===== config.mk =====
export PLATFORM = sky130hd
export DESIGN_NAME = serial_loop_display_device
export DESIGN_NICKNAME = d
export VERILOG_FILES = /design/src/design/sld_pkg.sv /design/src/design/serial_loop_display_device.sv
export SDC_FILE = /design/constraint.sdc
export NUM_CORES = 1
export LEC_CHECK = 0
export ABC_AREA = 1
export BUFFER_PORTS_ARGS = -buffer_cell sky130_fd_sc_hd__buf_2
export CAP_MARGIN = 40
export CELL_PAD_IN_SITES_DETAIL_PLACEMENT = 1
export CELL_PAD_IN_SITES_GLOBAL_PLACEMENT = 1
export CORE_MARGIN = 1
export CORE_UTILIZATION = 41
export DETAILED_ROUTE_END_ITERATION = 12
export PLACE_DENSITY = 0.85
export SYNTH_ARGS = -nofsm -noshare
export SYNTH_HDL_FRONTEND = slang
export SYNTH_SLANG_ARGS = --single-unit

===== constraint.sdc =====
create_clock -name clock -period 5.2 [get_ports clock]
set_clock_uncertainty 0.1 [all_clocks]
set_input_delay 1.04 -clock clock [delete_from_list [all_inputs] [get_ports clock]]
set_output_delay 1.04 -clock clock [all_outputs]
set_load 0.1 [all_outputs]

===== src/design/sld_pkg.sv =====
// Package for the serial loop display device.
// Holds the frame classes, command and ready codes, register map and reset values.
// No dependencies.
package sld_pkg;

   localparam int unsigned FRAME_W = 11;
   localparam int unsigned BYTE_W  = 8;
   localparam int unsigned ADDR_W  = 5;
   localparam int unsigned PTR_W   = 4;
   localparam int unsigned ID_W    = 64;
   localparam int unsigned CSR_DATA_W = 64;
   localparam int unsigned CSR_ADDR_W = 5;

   localparam logic [FRAME_W-1:0] FRAME_EOT = 11'h540;

   typedef enum logic [2:0] {
      CLS_CMD   = 3'b100,
      CLS_READY = 3'b101
   } frame_class_type;

   typedef enum logic [2:0] {
      GRP_CTRL   = 3'd0,
      GRP_LISTEN = 3'd1,
      GRP_TALK   = 3'd2,
      GRP_IFC    = 3'd4
   } cmd_group_type;

   localparam logic [BYTE_W-1:0] CMD_SDC = 8'd4;
   localparam logic [BYTE_W-1:0] CMD_DCL = 8'd20;
   localparam logic [ADDR_W-1:0] LOW_UNADDRESS = 5'd31;
   localparam logic [ADDR_W-1:0] LOW_IFC = 5'd16;
   localparam logic [ADDR_W-1:0] LOW_AAU = 5'd26;

   localparam logic [BYTE_W-1:0] RDY_NRD = 8'd66;
   localparam logic [BYTE_W-1:0] RDY_SST = 8'd97;
   localparam logic [BYTE_W-1:0] RDY_SDI = 8'd98;
   localparam logic [BYTE_W-1:0] RDY_SAI = 8'd99;
   localparam logic [BYTE_W-1:0] RDY_TALK_MAX = 8'd127;
   localparam logic [BYTE_W-1:0] RDY_AAD_END = 8'h9E;
   localparam logic [BYTE_W-1:0] CHAR_CR = 8'h0D;

   typedef enum logic [1:0] {
      REG_ACCESSORY_ID    = 2'd0,
      REG_DEFAULT_ADDRESS = 2'd1,
      REG_DEVICE_STATUS   = 2'd2,
      REG_DEVICE_ID       = 2'd3
   } reg_index_type;

   localparam logic [BYTE_W-1:0] ACCESSORY_ID_RESET    = 8'd46;
   localparam logic [ADDR_W-1:0] DEFAULT_ADDRESS_RESET = 5'd3;
   localparam logic [BYTE_W-1:0] DEVICE_STATUS_RESET   = 8'd0;
   localparam logic [ID_W-1:0]   DEVICE_ID_RESET       = 64'h0D59414C50534944;

endpackage


===== src/design/serial_loop_display_device.sv =====
// Serial loop display device: decodes loop frames, drives the display and answers requests.
// An item waits in the input register until the result register is free, then moves into it.
// Throughput: one item per cycle when unstalled; a stall holds req_stall in the same cycle when full.
// Reset: synchronous, active high; clears loop state and both valid stages; presets the registers.
// Depends on sld_pkg.
module serial_loop_display_device #(
   parameter int unsigned ID_BYTES = 8
) (
   input  logic                                clock,
   input  logic                                reset,
   input  logic                                req_valid,
   output logic                                req_stall,
   input  logic [sld_pkg::FRAME_W-1:0]         req_in_frame,
   output logic                                rsp_valid,
   input  logic                                rsp_stall,
   output logic [sld_pkg::FRAME_W-1:0]         rsp_out_frame,
   output logic                                rsp_show_valid,
   output logic [sld_pkg::BYTE_W-1:0]          rsp_show_char,
   output logic                                rsp_clear_display,
   input  logic                                csr_psel,
   input  logic                                csr_penable,
   input  logic                                csr_pwrite,
   input  logic [sld_pkg::CSR_ADDR_W-1:0]      csr_paddr,
   input  logic [sld_pkg::CSR_DATA_W-1:0]      csr_pwdata,
   output logic [sld_pkg::CSR_DATA_W-1:0]      csr_prdata,
   output logic                                csr_pready
);

   localparam logic [sld_pkg::PTR_W-1:0] ID_LIMIT = sld_pkg::PTR_W'(ID_BYTES);

   logic                           in_valid_ff;
   logic [sld_pkg::FRAME_W-1:0]    in_frame_ff;
   logic                           out_valid_ff;
   logic [sld_pkg::FRAME_W-1:0]    out_frame_ff;
   logic                           show_valid_ff;
   logic [sld_pkg::BYTE_W-1:0]     show_char_ff;
   logic                           clear_display_ff;

   logic [sld_pkg::FRAME_W-1:0]    out_frame_in;
   logic                           show_valid_in;
   logic [sld_pkg::BYTE_W-1:0]     show_char_in;
   logic                           clear_display_in;

   logic                           listen_flag_ff, listen_flag_in;
   logic                           talk_flag_ff, talk_flag_in;
   logic [sld_pkg::ADDR_W-1:0]     loop_address_ff, loop_address_in;
   logic                           address_assigned_ff, address_assigned_in;
   logic [sld_pkg::PTR_W-1:0]      id_pointer_ff, id_pointer_in;

   logic [sld_pkg::BYTE_W-1:0]     accessory_id_ff;
   logic [sld_pkg::ADDR_W-1:0]     default_address_ff;
   logic [sld_pkg::BYTE_W-1:0]     device_status_ff;
   logic [sld_pkg::ID_W-1:0]       device_id_ff;

   logic                           out_free;
   logic                           proc_fire;
   logic                           req_fire;
   logic                           csr_write;
   sld_pkg::reg_index_type         csr_index;

   logic [sld_pkg::BYTE_W-1:0]     payload;
   logic [sld_pkg::ADDR_W-1:0]     low;
   logic [sld_pkg::PTR_W-1:0]      id_index;
   logic [sld_pkg::BYTE_W-1:0]     id_char;

   assign out_free  = !out_valid_ff || !rsp_stall;
   assign proc_fire = in_valid_ff && out_free;
   assign req_stall = in_valid_ff && !out_free;
   assign req_fire  = req_valid && !req_stall;

   assign rsp_valid         = out_valid_ff;
   assign rsp_out_frame     = out_frame_ff;
   assign rsp_show_valid    = show_valid_ff;
   assign rsp_show_char     = show_char_ff;
   assign rsp_clear_display = clear_display_ff;

   assign csr_pready = 1'b1;
   assign csr_write  = csr_psel && csr_penable && csr_pwrite && csr_pready;
   assign csr_index  = sld_pkg::reg_index_type'(csr_paddr[4:3]);

   always_comb begin
      case (csr_index)
         sld_pkg::REG_ACCESSORY_ID:    csr_prdata = {56'd0, accessory_id_ff};
         sld_pkg::REG_DEFAULT_ADDRESS: csr_prdata = {59'd0, default_address_ff};
         sld_pkg::REG_DEVICE_STATUS:   csr_prdata = {56'd0, device_status_ff};
         sld_pkg::REG_DEVICE_ID:       csr_prdata = device_id_ff;
         default:                      csr_prdata = '0;
      endcase
   end

   assign payload  = in_frame_ff[7:0];
   assign low      = payload[4:0];
   assign id_index = id_pointer_ff - 4'd1;
   assign id_char  = device_id_ff[8*id_index[2:0] +: 8];

   // Frame decode for the item in the input register.
   always_comb begin
      out_frame_in        = in_frame_ff;
      show_valid_in       = 1'b0;
      show_char_in        = '0;
      clear_display_in    = 1'b0;
      listen_flag_in      = listen_flag_ff;
      talk_flag_in        = talk_flag_ff;
      loop_address_in     = loop_address_ff;
      address_assigned_in = address_assigned_ff;
      id_pointer_in       = id_pointer_ff;

      if (!in_frame_ff[10]) begin
         if (listen_flag_ff && !talk_flag_ff) begin
            show_valid_in = 1'b1;
            show_char_in  = payload;
         end else if (listen_flag_ff && talk_flag_ff) begin
            if (id_pointer_ff != '0) begin
               if (id_index < ID_LIMIT) begin
                  out_frame_in = {3'd0, id_char};
                  if (id_char == sld_pkg::CHAR_CR) begin
                     id_pointer_in = '0;
                  end else begin
                     id_pointer_in = id_pointer_ff + 4'd1;
                  end
               end else begin
                  id_pointer_in = '0;
               end
            end
            if (id_pointer_in == '0) begin
               out_frame_in   = sld_pkg::FRAME_EOT;
               listen_flag_in = 1'b0;
               talk_flag_in   = 1'b1;
            end
         end
      end else if (in_frame_ff[10:8] == sld_pkg::CLS_CMD) begin
         case (sld_pkg::cmd_group_type'(payload[7:5]))
            sld_pkg::GRP_CTRL: begin
               if (payload == sld_pkg::CMD_SDC && listen_flag_ff) begin
                  clear_display_in = 1'b1;
               end
               if (payload == sld_pkg::CMD_DCL) begin
                  clear_display_in = 1'b1;
               end
            end
            sld_pkg::GRP_LISTEN: begin
               if (low == sld_pkg::LOW_UNADDRESS) begin
                  if (!talk_flag_ff) begin
                     listen_flag_in = 1'b0;
                  end
               end else if (low == loop_address_ff) begin
                  listen_flag_in = 1'b1;
                  talk_flag_in   = 1'b0;
               end
            end
            sld_pkg::GRP_TALK: begin
               if (low == loop_address_ff) begin
                  listen_flag_in = 1'b0;
                  talk_flag_in   = 1'b1;
               end else if (talk_flag_ff) begin
                  listen_flag_in = 1'b0;
                  talk_flag_in   = 1'b0;
               end
            end
            sld_pkg::GRP_IFC: begin
               if (low == sld_pkg::LOW_IFC) begin
                  listen_flag_in = 1'b0;
                  talk_flag_in   = 1'b0;
               end else if (low == sld_pkg::LOW_AAU) begin
                  loop_address_in     = default_address_ff;
                  address_assigned_in = 1'b0;
               end
            end
            default: begin
            end
         endcase
      end else if (in_frame_ff[10:8] == sld_pkg::CLS_READY) begin
         if (payload <= sld_pkg::RDY_TALK_MAX) begin
            if (talk_flag_ff) begin
               case (payload)
                  sld_pkg::RDY_NRD: begin
                     id_pointer_in = '0;
                  end
                  sld_pkg::RDY_SST: begin
                     out_frame_in   = {3'd0, device_status_ff};
                     listen_flag_in = 1'b1;
                  end
                  sld_pkg::RDY_SDI: begin
                     out_frame_in   = {3'd0, device_id_ff[7:0]};
                     id_pointer_in  = 4'd2;
                     listen_flag_in = 1'b1;
                  end
                  sld_pkg::RDY_SAI: begin
                     out_frame_in   = {3'd0, accessory_id_ff};
                     listen_flag_in = 1'b1;
                  end
                  default: begin
                  end
               endcase
            end
         end else if (payload < sld_pkg::RDY_AAD_END) begin
            if (!address_assigned_ff) begin
               loop_address_in     = low;
               address_assigned_in = 1'b1;
               out_frame_in        = in_frame_ff + 11'd1;
            end
         end
      end
   end

   always_ff @(posedge clock) begin
      if (reset) begin
         in_valid_ff         <= 1'b0;
         out_valid_ff        <= 1'b0;
         listen_flag_ff      <= 1'b0;
         talk_flag_ff        <= 1'b0;
         loop_address_ff     <= '0;
         address_assigned_ff <= 1'b0;
         id_pointer_ff       <= '0;
      end else begin
         if (req_fire) begin
            in_valid_ff <= 1'b1;
         end else if (proc_fire) begin
            in_valid_ff <= 1'b0;
         end
         if (proc_fire) begin
            out_valid_ff        <= 1'b1;
            listen_flag_ff      <= listen_flag_in;
            talk_flag_ff        <= talk_flag_in;
            loop_address_ff     <= loop_address_in;
            address_assigned_ff <= address_assigned_in;
            id_pointer_ff       <= id_pointer_in;
         end else if (!rsp_stall) begin
            out_valid_ff <= 1'b0;
         end
      end
   end

   always_ff @(posedge clock) begin
      if (req_fire) begin
         in_frame_ff <= req_in_frame;
      end
      if (proc_fire) begin
         out_frame_ff     <= out_frame_in;
         show_valid_ff    <= show_valid_in;
         show_char_ff     <= show_char_in;
         clear_display_ff <= clear_display_in;
      end
   end

   always_ff @(posedge clock) begin
      if (reset) begin
         accessory_id_ff    <= sld_pkg::ACCESSORY_ID_RESET;
         default_address_ff <= sld_pkg::DEFAULT_ADDRESS_RESET;
         device_status_ff   <= sld_pkg::DEVICE_STATUS_RESET;
         device_id_ff       <= sld_pkg::DEVICE_ID_RESET;
      end else if (csr_write) begin
         case (csr_index)
            sld_pkg::REG_ACCESSORY_ID:    accessory_id_ff    <= csr_pwdata[7:0];
            sld_pkg::REG_DEFAULT_ADDRESS: default_address_ff <= csr_pwdata[4:0];
            sld_pkg::REG_DEVICE_STATUS:   device_status_ff   <= csr_pwdata[7:0];
            sld_pkg::REG_DEVICE_ID:       device_id_ff       <= csr_pwdata;
            default: begin
            end
         endcase
      end
   end

   // A display write and a display clear never come from the same item.
   assert property (@(posedge clock) disable iff (reset)
      (out_valid_ff && show_valid_ff) |-> !clear_display_ff)
      else $error("display write and clear in one item");

   // The character is zero whenever no display write is requested.
   assert property (@(posedge clock) disable iff (reset)
      (out_valid_ff && !show_valid_ff) |-> (show_char_ff == '0))
      else $error("show_char nonzero without show_valid");

   // An item held in the input register is not lost while the result side stalls.
   assert property (@(posedge clock) disable iff (reset)
      (in_valid_ff && out_valid_ff && rsp_stall) |=> in_valid_ff)
      else $error("input item dropped under stall");

   // The address is only assigned while an item is being processed.
   assert property (@(posedge clock) disable iff (reset)
      $rose(address_assigned_ff) |-> $past(proc_fire))
      else $error("address assigned without an item");

   // Both valid stages are empty right after reset.
   assert property (@(posedge clock)
      $past(reset) |-> (!out_valid_ff && !in_valid_ff))
      else $error("valid stage set after reset");

endmodule


# After elaboration in Yosys (flattened, before gate mapping)
# Cells that the tools add are included.
# word_totals
reg_bits	131
in_bits	87
out_inout_bits	88
wordCells	179
# classes
addsub	3
order_cmp	3
eq_ne	45
shift	1
mux	75
bitwise	1
reduce_logical	35
# op_table
cell	n
case mux 64 bit (4 select lines)	1
2-to-1 mux 11 bit	10
variable part select 64 x 7 -> 8 bit	1
2-to-1 mux 4 bit	13
2-to-1 mux 5 bit	8
2-to-1 mux 1 bit	37
case mux 11 bit (3 select lines)	1
equality test 8 x 7 -> 1 bit (second input constant)	4
2-to-1 mux 10 bit	2
AND reduction 9 bit	2
!= test 2 x 1 -> 1 bit (second input constant)	8
AND reduction 8 bit	2
equality test 5 bit (second input constant)	3
AND reduction 13 bit	1
!= test 3 x 1 -> 1 bit (second input constant)	4
adder 11 x 1 -> 11 bit (second input constant)	1
!= test 5 bit (second input constant)	2
nonzero test 2 bit	5
equality test 3 bit (second input constant)	3
!= test 3 bit (second input constant)	3
equality test 8 x 3 -> 1 bit (second input constant)	1
equality test 8 x 4 -> 1 bit (second input constant)	1
equality test 8 x 5 -> 1 bit (second input constant)	1
<= comparator 8 x 7 -> 1 bit (second input constant)	1
other kinds (28)	48

# Longest topological paths before layout
# Gate-level depths: netlist (run 1).
# logic_depth
depth_word	14
mapped_depth	20
ltp_nobuf	17

# Worst setup path before layout (run 1)
# No wires, ideal clock.
# synth_path
path_kind	input to output
start	input csr_paddr[4] (netlist bit)
end	output csr_prdata[0] (netlist bit)
t_arrival_ps	3450
slack_ps	610
cell_stages	3
path_cell_list	nor2_1 -> inv_1 -> o21ai_0
# synth_via
elab_chain_len	2
elab_cells_between_ends	5
cone_classes	3 x eq/ne; 1 x mux; 1 x reduce/logical
# synth_rtl
item	line_no	text
start, declared	serial_loop_display_device.sv:23	input logic [sld_pkg::CSR_ADDR_W-1:0] csr_paddr,
equality test 2 bit (tied with other cells)	serial_loop_display_device.sv:82	case (csr_index)
case mux 64 bit (4 select lines) (*)	serial_loop_display_device.sv:82	
end, declared	serial_loop_display_device.sv:25	output logic [sld_pkg::CSR_DATA_W-1:0] csr_prdata,
# Mark *: on every way between the ends. The rest lies on a longest branch, timed or not.

# Final worst setup path (run 1)
# layout_path
start	register id_pointer_ff[0] (netlist bit)
end	register out_frame_ff (netlist bit rsp_out_frame[7]), data pin
# layout_via
elab_chain_len	14
elab_cells_between_ends	19
cone_classes	2 x add/sub; 1 x order compare; 1 x eq/ne; 1 x shift; 12 x mux; 2 x reduce/logical
# layout_rtl
item	line_no	text
start, declared	serial_loop_display_device.sv:48	logic [sld_pkg::PTR_W-1:0] id_pointer_ff, id_pointer_in;
start signal, assigned	serial_loop_display_device.sv:227	id_pointer_ff <= id_pointer_in;
subtractor 4 x 1 -> 4 bit	serial_loop_display_device.sv:93	assign id_index = id_pointer_ff - 4'd1;
variable part select 64 x 7 -> 8 bit	serial_loop_display_device.sv:94	assign id_char = device_id_ff[8*id_index[2:0] +: 8];
equality test 8 x 4 -> 1 bit	serial_loop_display_device.sv:116	if (id_char == sld_pkg::CHAR_CR) begin
2-to-1 mux 4 bit	serial_loop_display_device.sv:116	
2-to-1 mux 4 bit	serial_loop_display_device.sv:114	if (id_index < ID_LIMIT) begin
2-to-1 mux 4 bit	serial_loop_display_device.sv:113	if (id_pointer_ff != '0) begin
2-to-1 mux 4 bit	serial_loop_display_device.sv:112	end else if (listen_flag_ff && talk_flag_ff) begin
2-to-1 mux 4 bit	serial_loop_display_device.sv:109	if (listen_flag_ff && !talk_flag_ff) begin
2-to-1 mux 4 bit	serial_loop_display_device.sv:108	if (!in_frame_ff[10]) begin
logical NOT 4 bit	serial_loop_display_device.sv:125	if (id_pointer_in == '0) begin
2-to-1 mux 11 bit (*)	serial_loop_display_device.sv:125	
2-to-1 mux 11 bit (*)	serial_loop_display_device.sv:112	
2-to-1 mux 11 bit (*)	serial_loop_display_device.sv:109	
2-to-1 mux 11 bit (*)	serial_loop_display_device.sv:108	
named net out_frame_in (one bit)	serial_loop_display_device.sv:39	logic [sld_pkg::FRAME_W-1:0] out_frame_in;
end signal, assigned	serial_loop_display_device.sv:239	out_frame_ff <= out_frame_in;
end, declared	serial_loop_display_device.sv:34	logic [sld_pkg::FRAME_W-1:0] out_frame_ff;
# The timed path passes the listed nets; every way through them passes the cells marked *. The select of a mux whose other input is x is not followed.
# A chain may end at the register's enable or synchronous reset.

==> reports/qor.yml, run 1 <==
status: "finished clean"
syn_area_sq_um: 7019
syn_avg_cell_area_sq_um: 7.019
dp_hpwl_um: 17240
grt_overflow_total: 0
cp_num_buf_inv: 3
cp_max_fo: 37
die_w_um: 132.8
clkSinkCount: 131
hold_class: "flip-flop to flip-flop"
ys_seq_area_frac: 0.4193
yosys-top-cells-count: "205 x nand2_1, 140 x nor2_1, 104 x inv_1, 99 x dfxtp_1, 90 x o21ai_0"
setup_viol: 0
synth.distinct_cells: 48
critPathKind: "flip-flop to flip-flop"
gp_congestion: 0.8959
async_flop_share: 0
ys.flop_type: "dfxtp_1"
relSlewSlack: 0.4442
row_count: 47
postCtsHoldBufs: 0
cts_resized: 0
fin_ws_ps: 1416
finalCriticalPeriod_ps: 3785
grt_max_degree: 59
crit_path_start_kind: "flip-flop"
io_pins: 175
yosysWarningCount: 0
antenna_left: 0
yosys.area.top_type_share: 0.2824
synth_nets: 1094
r2r_slack_ps: 1420
path_cells: "buf_4, inv_4, ha_1, inv_2, nand3_1, nand3_1, nand2_1, nand2_1, nor2_4, nand2_4, a21oi_2, nand3_2, nand3_1, a22oi_1"
tightest_slew_ps: 832.5
place_ws_ps: 1439
drt-pass1-iter-count: 4
cp_data_arrival_time_ps: 3800
path_clk_slew_ps: 60
fp.coreArea_sq_um: 16640
hold_viol_final: 0
cellPowerDensity_nw_per_um2: 316.4
p_leak_nw: 3.912
ys_ff_latch: 131
end_kind: "flip-flop"
finalCritPeriodShare: 0.7278
yosys-top-cells-area: "dfxtp_1 28%, edfxtp_1 14%, nand2_1 11%, nor2_1 7.5%, o21ai_0 6.4%"
remaining_drc_errors: 0
slowest_stage: "ha_1"
synthCells: 1000
maxCapViolations: 0
cts_made_buffers: 17
drive_gt1_frac: 0.2113
antenna_cells: 0
dieArea_sq_um: 17650
cts_tree: "yes"
final_nets: 1236
cts_max_level: 4
fin_setup_tns_ps: 0
clock_latency_ps: 440
slowest_delay_ps: 750
grt_pass1_vias: 7429
wl_per_cell_um: 17.17
synth_edf_count: 32
routed_wl_um: 23610
rsz0062_at_grt: "false"
portBuffers: 170
cp.required_ps: 5210
drtIter0Drc: 373
track_usage: 0.2750
grt_pass1_wl_um: 38200
clock_path_buffers: 2
cts_setup_buffers: 0
yosys.area.top_type: "dfxtp_1"
clock.fmax_mhz: 264.2
die_y_um: 132.8
vias: 7257
nFillCells: 2212
vias_per_cell: 5.278
post-synth-top-count-cell: "nand2_1"
cts-root-buf: "clkbuf_16"
area_delta_synth_final_pct: 22.14
initial_core_util: 0.4218
crit_top_cell: "nand3_1"
vdd_drop_max_uv: 226.1
drv_slew: 0
antenna_found_initial: 1
cp_top_family: "simple AND/OR/NAND/NOR gates"
## state kept, by name (all words and copies together) (netlist names), 4 cells and up
register / count
loop_address_ff: 5
accessory_id_ff: 8
rsp_out_frame: 11
in_frame_ff: 11
id_pointer_ff: 4
default_address_ff: 5
device_id_ff: 64
device_status_ff: 8
rsp_show_char: 8
## cell type report
class / instances / area, sq um / area share
clock inverters: 11 / 101.3 / 0.01182
repair buffers: 177 / 923.4 / 0.1077
flip-flops and latches: 131 / 2943 / 0.3433
clock buffers: 21 / 481.7 / 0.05619
multi-input cells: 694 / 3392 / 0.3957
inverters: 121 / 456.7 / 0.05327
well taps: 220 / 275.3 / 0.03211
## tightest hold or removal path, stage by stage (launching register included)
cell and delay [ps]:
dfxtp_1 290, inv_1 80, a21oi_1 60
## final timing paths
path                 startpoint                 end  depth (start not counted)
max            id_pointer_ff[0]    rsp_out_frame[7]                         14
min          accessory_id_ff[0]  accessory_id_ff[0]                          2
max reg2reg    id_pointer_ff[0]    rsp_out_frame[7]                         14
min reg2reg  accessory_id_ff[0]  accessory_id_ff[0]                          2
## power breakdown
group / total, W / switching, W / internal (W)
Combinational: 0.000421 / 0.000331 / 0.0000905
Sequential: 0.00110 / 0.0000253 / 0.00108
Clock: 0.00119 / 0.000479 / 0.000710
Total: 0.00271 / 0.000835 / 0.00188
## through the flow
stage	std cells	total power [W]	utilization	hold slack, ps	cell area, sq um
2_1_floorplan	1000	0.001431	-	344.5	7019
3_3_place_gp	1342	0.001532	0.4785	359.8	7963
3_5_place_dp	1343	0.001542	0.4801	373.7	7990
4_1_cts	1375	0.002725	0.5151	387.0	8573
5_1_grt	1375	0.002790	0.5151	416.4	8573
6_report	1375	0.002713	0.5151	384.0	8573
## metal layers
metal,part of all wire,global-route usage
met5,0.00068,0
met4,0.023,0.1034
met3,0.054,0.06169
met2,0.48,0.4695
met1,0.44,0.3366
## cells by family after synthesis
logic type	after synthesis	share of synthesized area
flip-flops	131	0.4193
adder cells (fa/ha/maj)	7	0.01248
XOR/XNOR	8	0.01212
buffers and inverters	175	0.09893
AND/OR/NAND/NOR	433	0.2545
AO/OA/AOI/OAI	245	0.2021
other	1	0.0005342
## cell usage in the layout, fill, tap and decap left out, types with 4 or more instances in the layout
master,instances
nand2_1,204
nor3_1,5
a31oi_1,7
inv_2,15
nor2_1,139
o22ai_1,6
ha_1,7
nand3_1,65
clkbuf_16,18
dfxtp_1,99
o211ai_1,33
buf_2,170
clkinv_4,4
nand4_1,4
edfxtp_1,32
buf_4,6
a21oi_1,72
o21ai_0,90
inv_1,103
o221ai_1,7
nand2_2,5
o21ai_1,11
xor2_1,4
(Power assumes the default switching activity.)
==> inputs of run 2 (changes only) <==
--- a/config.mk
+++ b/config.mk
@@ -11,9 +11,9 @@
 export CELL_PAD_IN_SITES_DETAIL_PLACEMENT = 1
 export CELL_PAD_IN_SITES_GLOBAL_PLACEMENT = 1
 export CORE_MARGIN = 1
-export CORE_UTILIZATION = 41
+export CORE_UTILIZATION = 38
 export DETAILED_ROUTE_END_ITERATION = 12
-export PLACE_DENSITY = 0.85
+export PLACE_DENSITY = 0.8
 export SYNTH_ARGS = -nofsm -noshare
 export SYNTH_HDL_FRONTEND = slang
 export SYNTH_SLANG_ARGS = --single-unit
==> constraint.sdc (replaced) <==
create_clock -name clock -period 3.55 [get_ports clock]
set_clock_uncertainty 0.1 [all_clocks]
set_input_delay 0.71 -clock clock [delete_from_list [all_inputs] [get_ports clock]]
set_output_delay 0.71 -clock clock [all_outputs]
set_load 0.1 [all_outputs]
==> run 2 against run 1 <==
Sequential share of layout area shrank 0.41 points. First-iteration DRC count is 5.1% higher. Worst setup slack worse by 800 ps. Largest cell class unchanged. Utilization is 3.4 points lower. Worst hold slack got worse by 23 ps. Critical endpoint is now csr_prdata[13]. Register-to-register slack got worse by 800 ps. Sequential power increased by 46%. Cell count is 1.4% higher.
==> reports/qor.yml, run 2 (synthesized netlist as in run 1, its figures left out) <==
grt_pass1_wl_um: 37670  # -1.4%
slowest_stage: "buf_2"
status: "finished clean"
cts_max_level: 4  # unchanged
path_clk_slew_ps: 60  # about the same
drtIter0Drc: 392  # +5.1%
final_common_cell: "nand2_1"
postCtsHoldBufs: 0  # unchanged
rsz0062_at_grt: "false"
antenna_left: 0  # unchanged
antenna_found_initial: 1  # unchanged
tightest_slew_ps: 704.6  # -128.0 ps
layout_common_cells: "204 x nand2_1, 170 x buf_2, 139 x nor2_1"
crit_path_start_kind: "input port"
crit_top_cell: "buf_2"
gp_congestion: 0.9234  # +3.1%
maxCapViolations: 0  # unchanged
wl_per_cell_um: 17.06  # -0.62%
die_y_um: 137.9  # +3.8%
nFillCells: 2351  # +6.3%
largest_register_ffs: 64  # unchanged
clock_latency_ps: 430  # about the same
drt-pass1-iter-count: 4  # unchanged
initial_core_util: 0.3894  # -0.03235
vias: 7338  # +1.1%
finalNonFillerCells: 1394  # +1.4%
cts_made_buffers: 17  # unchanged
routed_wl_um: 23790  # +0.76%
dp_hpwl_um: 17380  # +0.82%
multi_input_area_sq_um: 3392  # unchanged
path_cells: "buf_2, nand2_2, buf_4, nor2_1, buf_2"
p_switching_w: 0.001245  # +49%
track_usage: 0.2596  # -0.01535
fin_ws_ps: 620.2  # -795.3 ps
cts_resized: 0  # unchanged
p_int_w: 0.002864  # +53%
end_kind: "output port"
finalCriticalPeriod_ps: 2930
area_delta_synth_final_pct: 23.60
placed_cells: 1361  # +1.3%
drv_slew: 0  # unchanged
relSlewSlack: 0.5303  # +0.08611
grt_pass1_vias: 7193  # -3.2%
die_w_um: 137.9  # +3.8%
comb_power_share: 0.152  # -0.003
setup_viol: 0  # unchanged
portBuffers: 170  # unchanged
drive_gt1_frac: 0.2182  # +0.006958
dieArea_sq_um: 19020  # +7.8%
vias_per_cell: 5.264  # -0.26%
cp_max_fo: 49  # +32%
finalCritPeriodShare: 0.8253
cp_data_arrival_time_ps: 2120  # -1680 ps
clock_power_share: 0.456  # +0.018
swShare: 0.3030  # -0.004881
critPathKind: "input port to output port"
io_pins: 175  # unchanged
layout.area.seq_sq_um: 2943  # unchanged
vdd_drop_max_uv: 332.3  # +47%
clock_path_buffers: 2  # unchanged
fp.coreArea_sq_um: 18020  # +8.3%
p_leak_nw: 3.967  # +1.4%
row_count: 49  # +4.3%
clkSinkCount: 131  # unchanged
grt_max_degree: 83  # +41%
hold_viol_final: 0  # unchanged
cp.required_ps: 2740  # -2470 ps
clock.fmax_mhz: 341.3
remaining_drc_errors: 0  # unchanged
grt_overflow_total: 0  # unchanged
cts_setup_buffers: 0  # unchanged
final_nets: 1245  # +0.73%
hold_class: "input port to flip-flop"
slowest_delay_ps: 450  # -300 ps
regMostFlops: "device_id_ff"
cellPowerDensity_nw_per_um2: 473.6  # +50%
place_ws_ps: 627.4  # -811.1 ps
cts_tree: "yes"
seqPwrFrac: 0.391  # -0.015
cts-root-buf: "clkbuf_16"
-- run 2: changes by cell type in the layout (fill, tap and decap cells not counted), sizes merged --
cell / delta
buf: +9
clkbuf: -3
bufinv: +2
inv: +2
clkinv: -1
diode: +1
-- run 2: power groups by stage --
stage | registers, W | clock network (W) | logic (W)
2_1_floorplan | 0.00172 | 0 | 0.000377
4_1_cts | 0.00161 | 0.00189 | 0.000627
5_1_grt | 0.00161 | 0.00195 | 0.000669
3_5_place_dp | 0.00164 | 0 | 0.000624
3_3_place_gp | 0.00164 | 0 | 0.000615
6_report | 0.00161 | 0.00187 | 0.000626
-- run 2: worst paths after layout --
path | start | end | slack, ps | depth (start not counted)
max | csr_paddr[3] | csr_prdata[13] | 620 | 5
min | req_in_frame[0] | in_frame_ff[0] | 360 | 1
max reg2reg | id_pointer_ff[1] | rsp_out_frame[3] | 620 | 14
min reg2reg | accessory_id_ff[7] | accessory_id_ff[7] | 390 | 2
-- run 2: through the flow --
stage                     setup TNS [ps]  hold WS [ps]  instance area (sq um)  power [W]  utilization
after global routing                   0         352.6                   8673   0.004232       0.4812
after detailed placement               0         383.4                   8049   0.002262       0.4466
final                                  0         360.8                   8676   0.004109       0.4813
after floorplan                    -1141         344.5                   7019   0.002097            -
after CTS                              0         352.6                   8673   0.004127       0.4812
after global placement                 0         359.5                   8049   0.002252       0.4466
-- run 2: cell type report --
type | count | area share
Tap cell | 229 | 0.03303
Multi-Input combinational cell | 694 | 0.3910
Sequential cell | 131 | 0.3392
Antenna cell | 1 | 0.0002884
Clock inverter | 14 | 0.02005
Inverter | 121 | 0.05264
Clock buffer | 18 | 0.05192
Timing Repair Buffer | 186 | 0.1119
-- run 2: worst max-delay path: cells and delay by family --
family | cells | cell delay [ps]
simple gates | 2 | 450
buf+inv | 3 | 960
-- run 2: layer usage --
metal	GRT usage	routed length [um]	share of wire	up-vias
met5	0	0	0	-
met4	0.08756	517	0.022	0
met3	0.05775	1265	0.053	39
met2	0.4392	11420	0.48	196
met1	0.3246	10590	0.45	3499
li1	-	-	-	3604
==> inputs of run 3 (changes only) <==
--- a/config.mk
+++ b/config.mk
@@ -11,9 +11,9 @@
 export CELL_PAD_IN_SITES_DETAIL_PLACEMENT = 1
 export CELL_PAD_IN_SITES_GLOBAL_PLACEMENT = 1
 export CORE_MARGIN = 1
-export CORE_UTILIZATION = 38
+export CORE_UTILIZATION = 34
 export DETAILED_ROUTE_END_ITERATION = 12
-export PLACE_DENSITY = 0.8
+export PLACE_DENSITY = 0.75
 export SYNTH_ARGS = -nofsm -noshare
 export SYNTH_HDL_FRONTEND = slang
 export SYNTH_SLANG_ARGS = --single-unit
==> constraint.sdc (replaced) <==
create_clock -name clock -period 2.4 [get_ports clock]
set_clock_uncertainty 0.1 [all_clocks]
set_input_delay 0.48 -clock clock [delete_from_list [all_inputs] [get_ports clock]]
set_output_delay 0.48 -clock clock [all_outputs]
set_load 0.1 [all_outputs]
==> run 3 against run 2 <==
The run now ends with setup timing left. Clock power rose by 57%. Highest routed layer unchanged. First-iteration DRC count rose by 39%. Combinational power rose by 96%. Count of clock-buffer cells in the layout rose by 2. Die area rose by 12%. Worst hold slack got worse by 240 ps. Worst setup slack got worse by 850 ps. Critical endpoint is now rsp_out_frame[3]. Sequential cell count did not move. Global-route usage rose by 1.9 points. Critical path type is now flip-flop to flip-flop. Via count rose by 12%. Largest power group unchanged.
==> reports/qor.yml, run 3 (synthesized netlist as in run 1, its figures left out) <==
end_kind: "flip-flop"
drtIter0Drc: 545  # +39%
vdd_drop_max_uv: 501.7  # +51%
area_delta_synth_final_pct: 57.24
remaining_drc_errors: 0  # unchanged
track_usage: 0.2789  # +0.01924
row_count: 52  # +6.1%
clock_latency_ps: 440  # about the same
tightest_slew_ps: 602.7  # -101.8 ps
vias: 8202  # +12%
final_nets: 1329  # +6.7%
r2r_cells: 15  # +1
setup_viol: 13  # +13
postCtsHoldBufs: 0  # unchanged
regMostFlops: "device_id_ff"
violations: "setup timing"
clkSinkCount: 131  # unchanged
layout_common_cells: "189 x nand2_1, 106 x buf_2, 102 x inv_1"
grt_pass1_vias: 8359  # +16%
drv_slew: 0  # unchanged
critPathKind: "flip-flop to flip-flop"
antenna_left: 0  # unchanged
dieArea_sq_um: 21220  # +12%
clock.fmax_mhz: 380.5
status: "finished, violations left"
portBuffers: 170  # unchanged
hold_viol_final: 0  # unchanged
cts_made_buffers: 17  # unchanged
fin_setup_tns_ps: -1998  # -1998 ps
rsz0062_at_grt: "true"
hold_class: "input port to flip-flop"
cp_data_arrival_time_ps: 2680  # +560 ps
p_leak_nw: 4.722  # +19%
cts-root-buf: "clkbuf_16"
vias_per_cell: 5.385  # +2.3%
fin_ws_ps: -228.0  # -848.2 ps
fp.coreArea_sq_um: 20230  # +12%
die_w_um: 145.7  # +5.6%
cts_max_level: 4  # unchanged
io_pins: 175  # unchanged
gp_congestion: 0.8853  # -4.1%
r2r_end: "rsp_out_frame[3]"
crit_path_start_kind: "flip-flop"
path_clk_slew_ps: 70  # about the same
slowest_delay_ps: 350  # -100 ps
finalCriticalPeriod_ps: 2628
path_cells: "inv_2, ha_4, buf_8, inv_8, nand3_1, nand2_1, nand2_2, nand2_2, buf_4, buf_4, buf_4, o21ai_0, nand2_1, o21ai_1, o22ai_4"
cts_tree: "yes"
wl_per_cell_um: 20.23  # +19%
grt_max_degree: 49  # -41%
routed_wl_um: 30810  # +30%
crit_top_cell: "buf_4"
clock_path_buffers: 2  # unchanged
r2r-start: "id_pointer_ff[1]"
relSlewSlack: 0.5939  # +0.06363
maxCapViolations: 0  # unchanged
dp_hpwl_um: 19630  # +13%
place_ws_ps: -181.1  # -808.5 ps
slowest_stage: "dfxtp_2"
drive_gt1_frac: 0.3662  # +0.1480
die_y_um: 145.7  # +5.6%
final_common_cell: "nand2_1"
r2r_slack_ps: -230  # -850 ps
critPathLaunch: "id_pointer_ff[1]"
finalCritPeriodShare: 1.095
initial_core_util: 0.3469  # -0.04253
drt-pass1-iter-count: 5  # +1
largest_register_ffs: 64  # unchanged
grt_pass1_wl_um: 45910  # +22%
cellPowerDensity_nw_per_um2: 590.9  # +25%
cp.required_ps: 2450  # -290 ps
antenna_found_initial: 4  # +3
cp_max_fo: 5  # -90%
crit_end: "rsp_out_frame[3]"
grt_overflow_total: 0  # unchanged
==> run 3: cell types whose count changed in the layout (fill, tap and decap cells not counted), moves of 9 or more <==
| cell | delta |
|---|---|
| buf_12 | +72 |
| buf_2 | -64 |
| buf_4 | +67 |
| nand2_1 | -15 |
| nand2_2 | +9 |
| nand3_1 | -30 |
| nand3_2 | +25 |
| nor2_1 | -54 |
| nor2_2 | +52 |
==> run 3: worst max-delay path: cells and delay by family (launching register included) <==
kind | cells | cell delay [ps]
AOI/OAI and AO/OA | 3 | 560
adders and majority gates | 1 | 320
buffers and inverters | 6 | 640
DFF | 1 | 350
and+or+nand+nor | 5 | 360
==> run 3: per-layer routing <==
metal	share of wire	vias to the layer above	wire length [um]	global-route usage
met5	0	-	0	0
li1	-	3772	-	-
met4	0.040	0	1247	0.1279
met1	0.40	4026	12370	0.3305
met2	0.50	323	15470	0.4811
met3	0.056	81	1722	0.06019
==> run 3: area by class of cell <==
cell class                      count  area (sq um)
Timing Repair inverter              2         20.02
Sequential cell                   131          2950
Clock buffer                       20         489.2
Fill cell                        2424          9198
Multi-Input combinational cell    694          3918
Clock inverter                     12         161.4
Antenna cell                        5         12.51
Timing Repair Buffer              268          2681
Tap cell                          270         337.8
Inverter                          121         466.7
==> run 3: repair_timing <==
item,4_1_cts,5_1_grt
endpoints found under the setup margin,14,17
buffers inserted,16,7
pin swaps,25,31
gates resized for setup,46,40
gates cloned,2,0
==> run 3: worst min path at each step <==
stage | start | endpoint | slack [ps] | depth (start not counted)
after global placement | device_id_ff[36] | device_id_ff[36] | 370 | 2
after global routing | req_in_frame[2] | in_frame_ff[2] | 120 | 1
after CTS | req_in_frame[3] | in_frame_ff[3] | 110 | 1
final | req_in_frame[3] | in_frame_ff[3] | 120 | 1
after detailed placement | device_id_ff[24] | device_id_ff[24] | 390 | 2
after floorplan | device_id_ff[39] | device_id_ff[39] | 350 | 2
==> run 3: through the flow <==
stage	cell area, sq um	hold WS [ps]	util	power, W	cells
floorplan	7292	349.4	-	0.003130	1000
global placement	9806	367.8	0.4846	0.003541	1461
detailed placement	9806	391.6	0.4846	0.003563	1461
CTS	10800	112.4	0.5336	0.006494	1511
global route	11040	118.7	0.5454	0.006691	1523
finish	11040	121.0	0.5454	0.006521	1523
==> run 3: power breakdown <==
| part | total (W) | internal [W] | switching (W) |
|---|---|---|---|
| Sequential | 0.00236 | 0.00233 | 0.0000331 |
| Combinational | 0.00123 | 0.000380 | 0.000851 |
| Clock | 0.00293 | 0.00180 | 0.00112 |
| Total | 0.00652 | 0.00452 | 0.00201 |
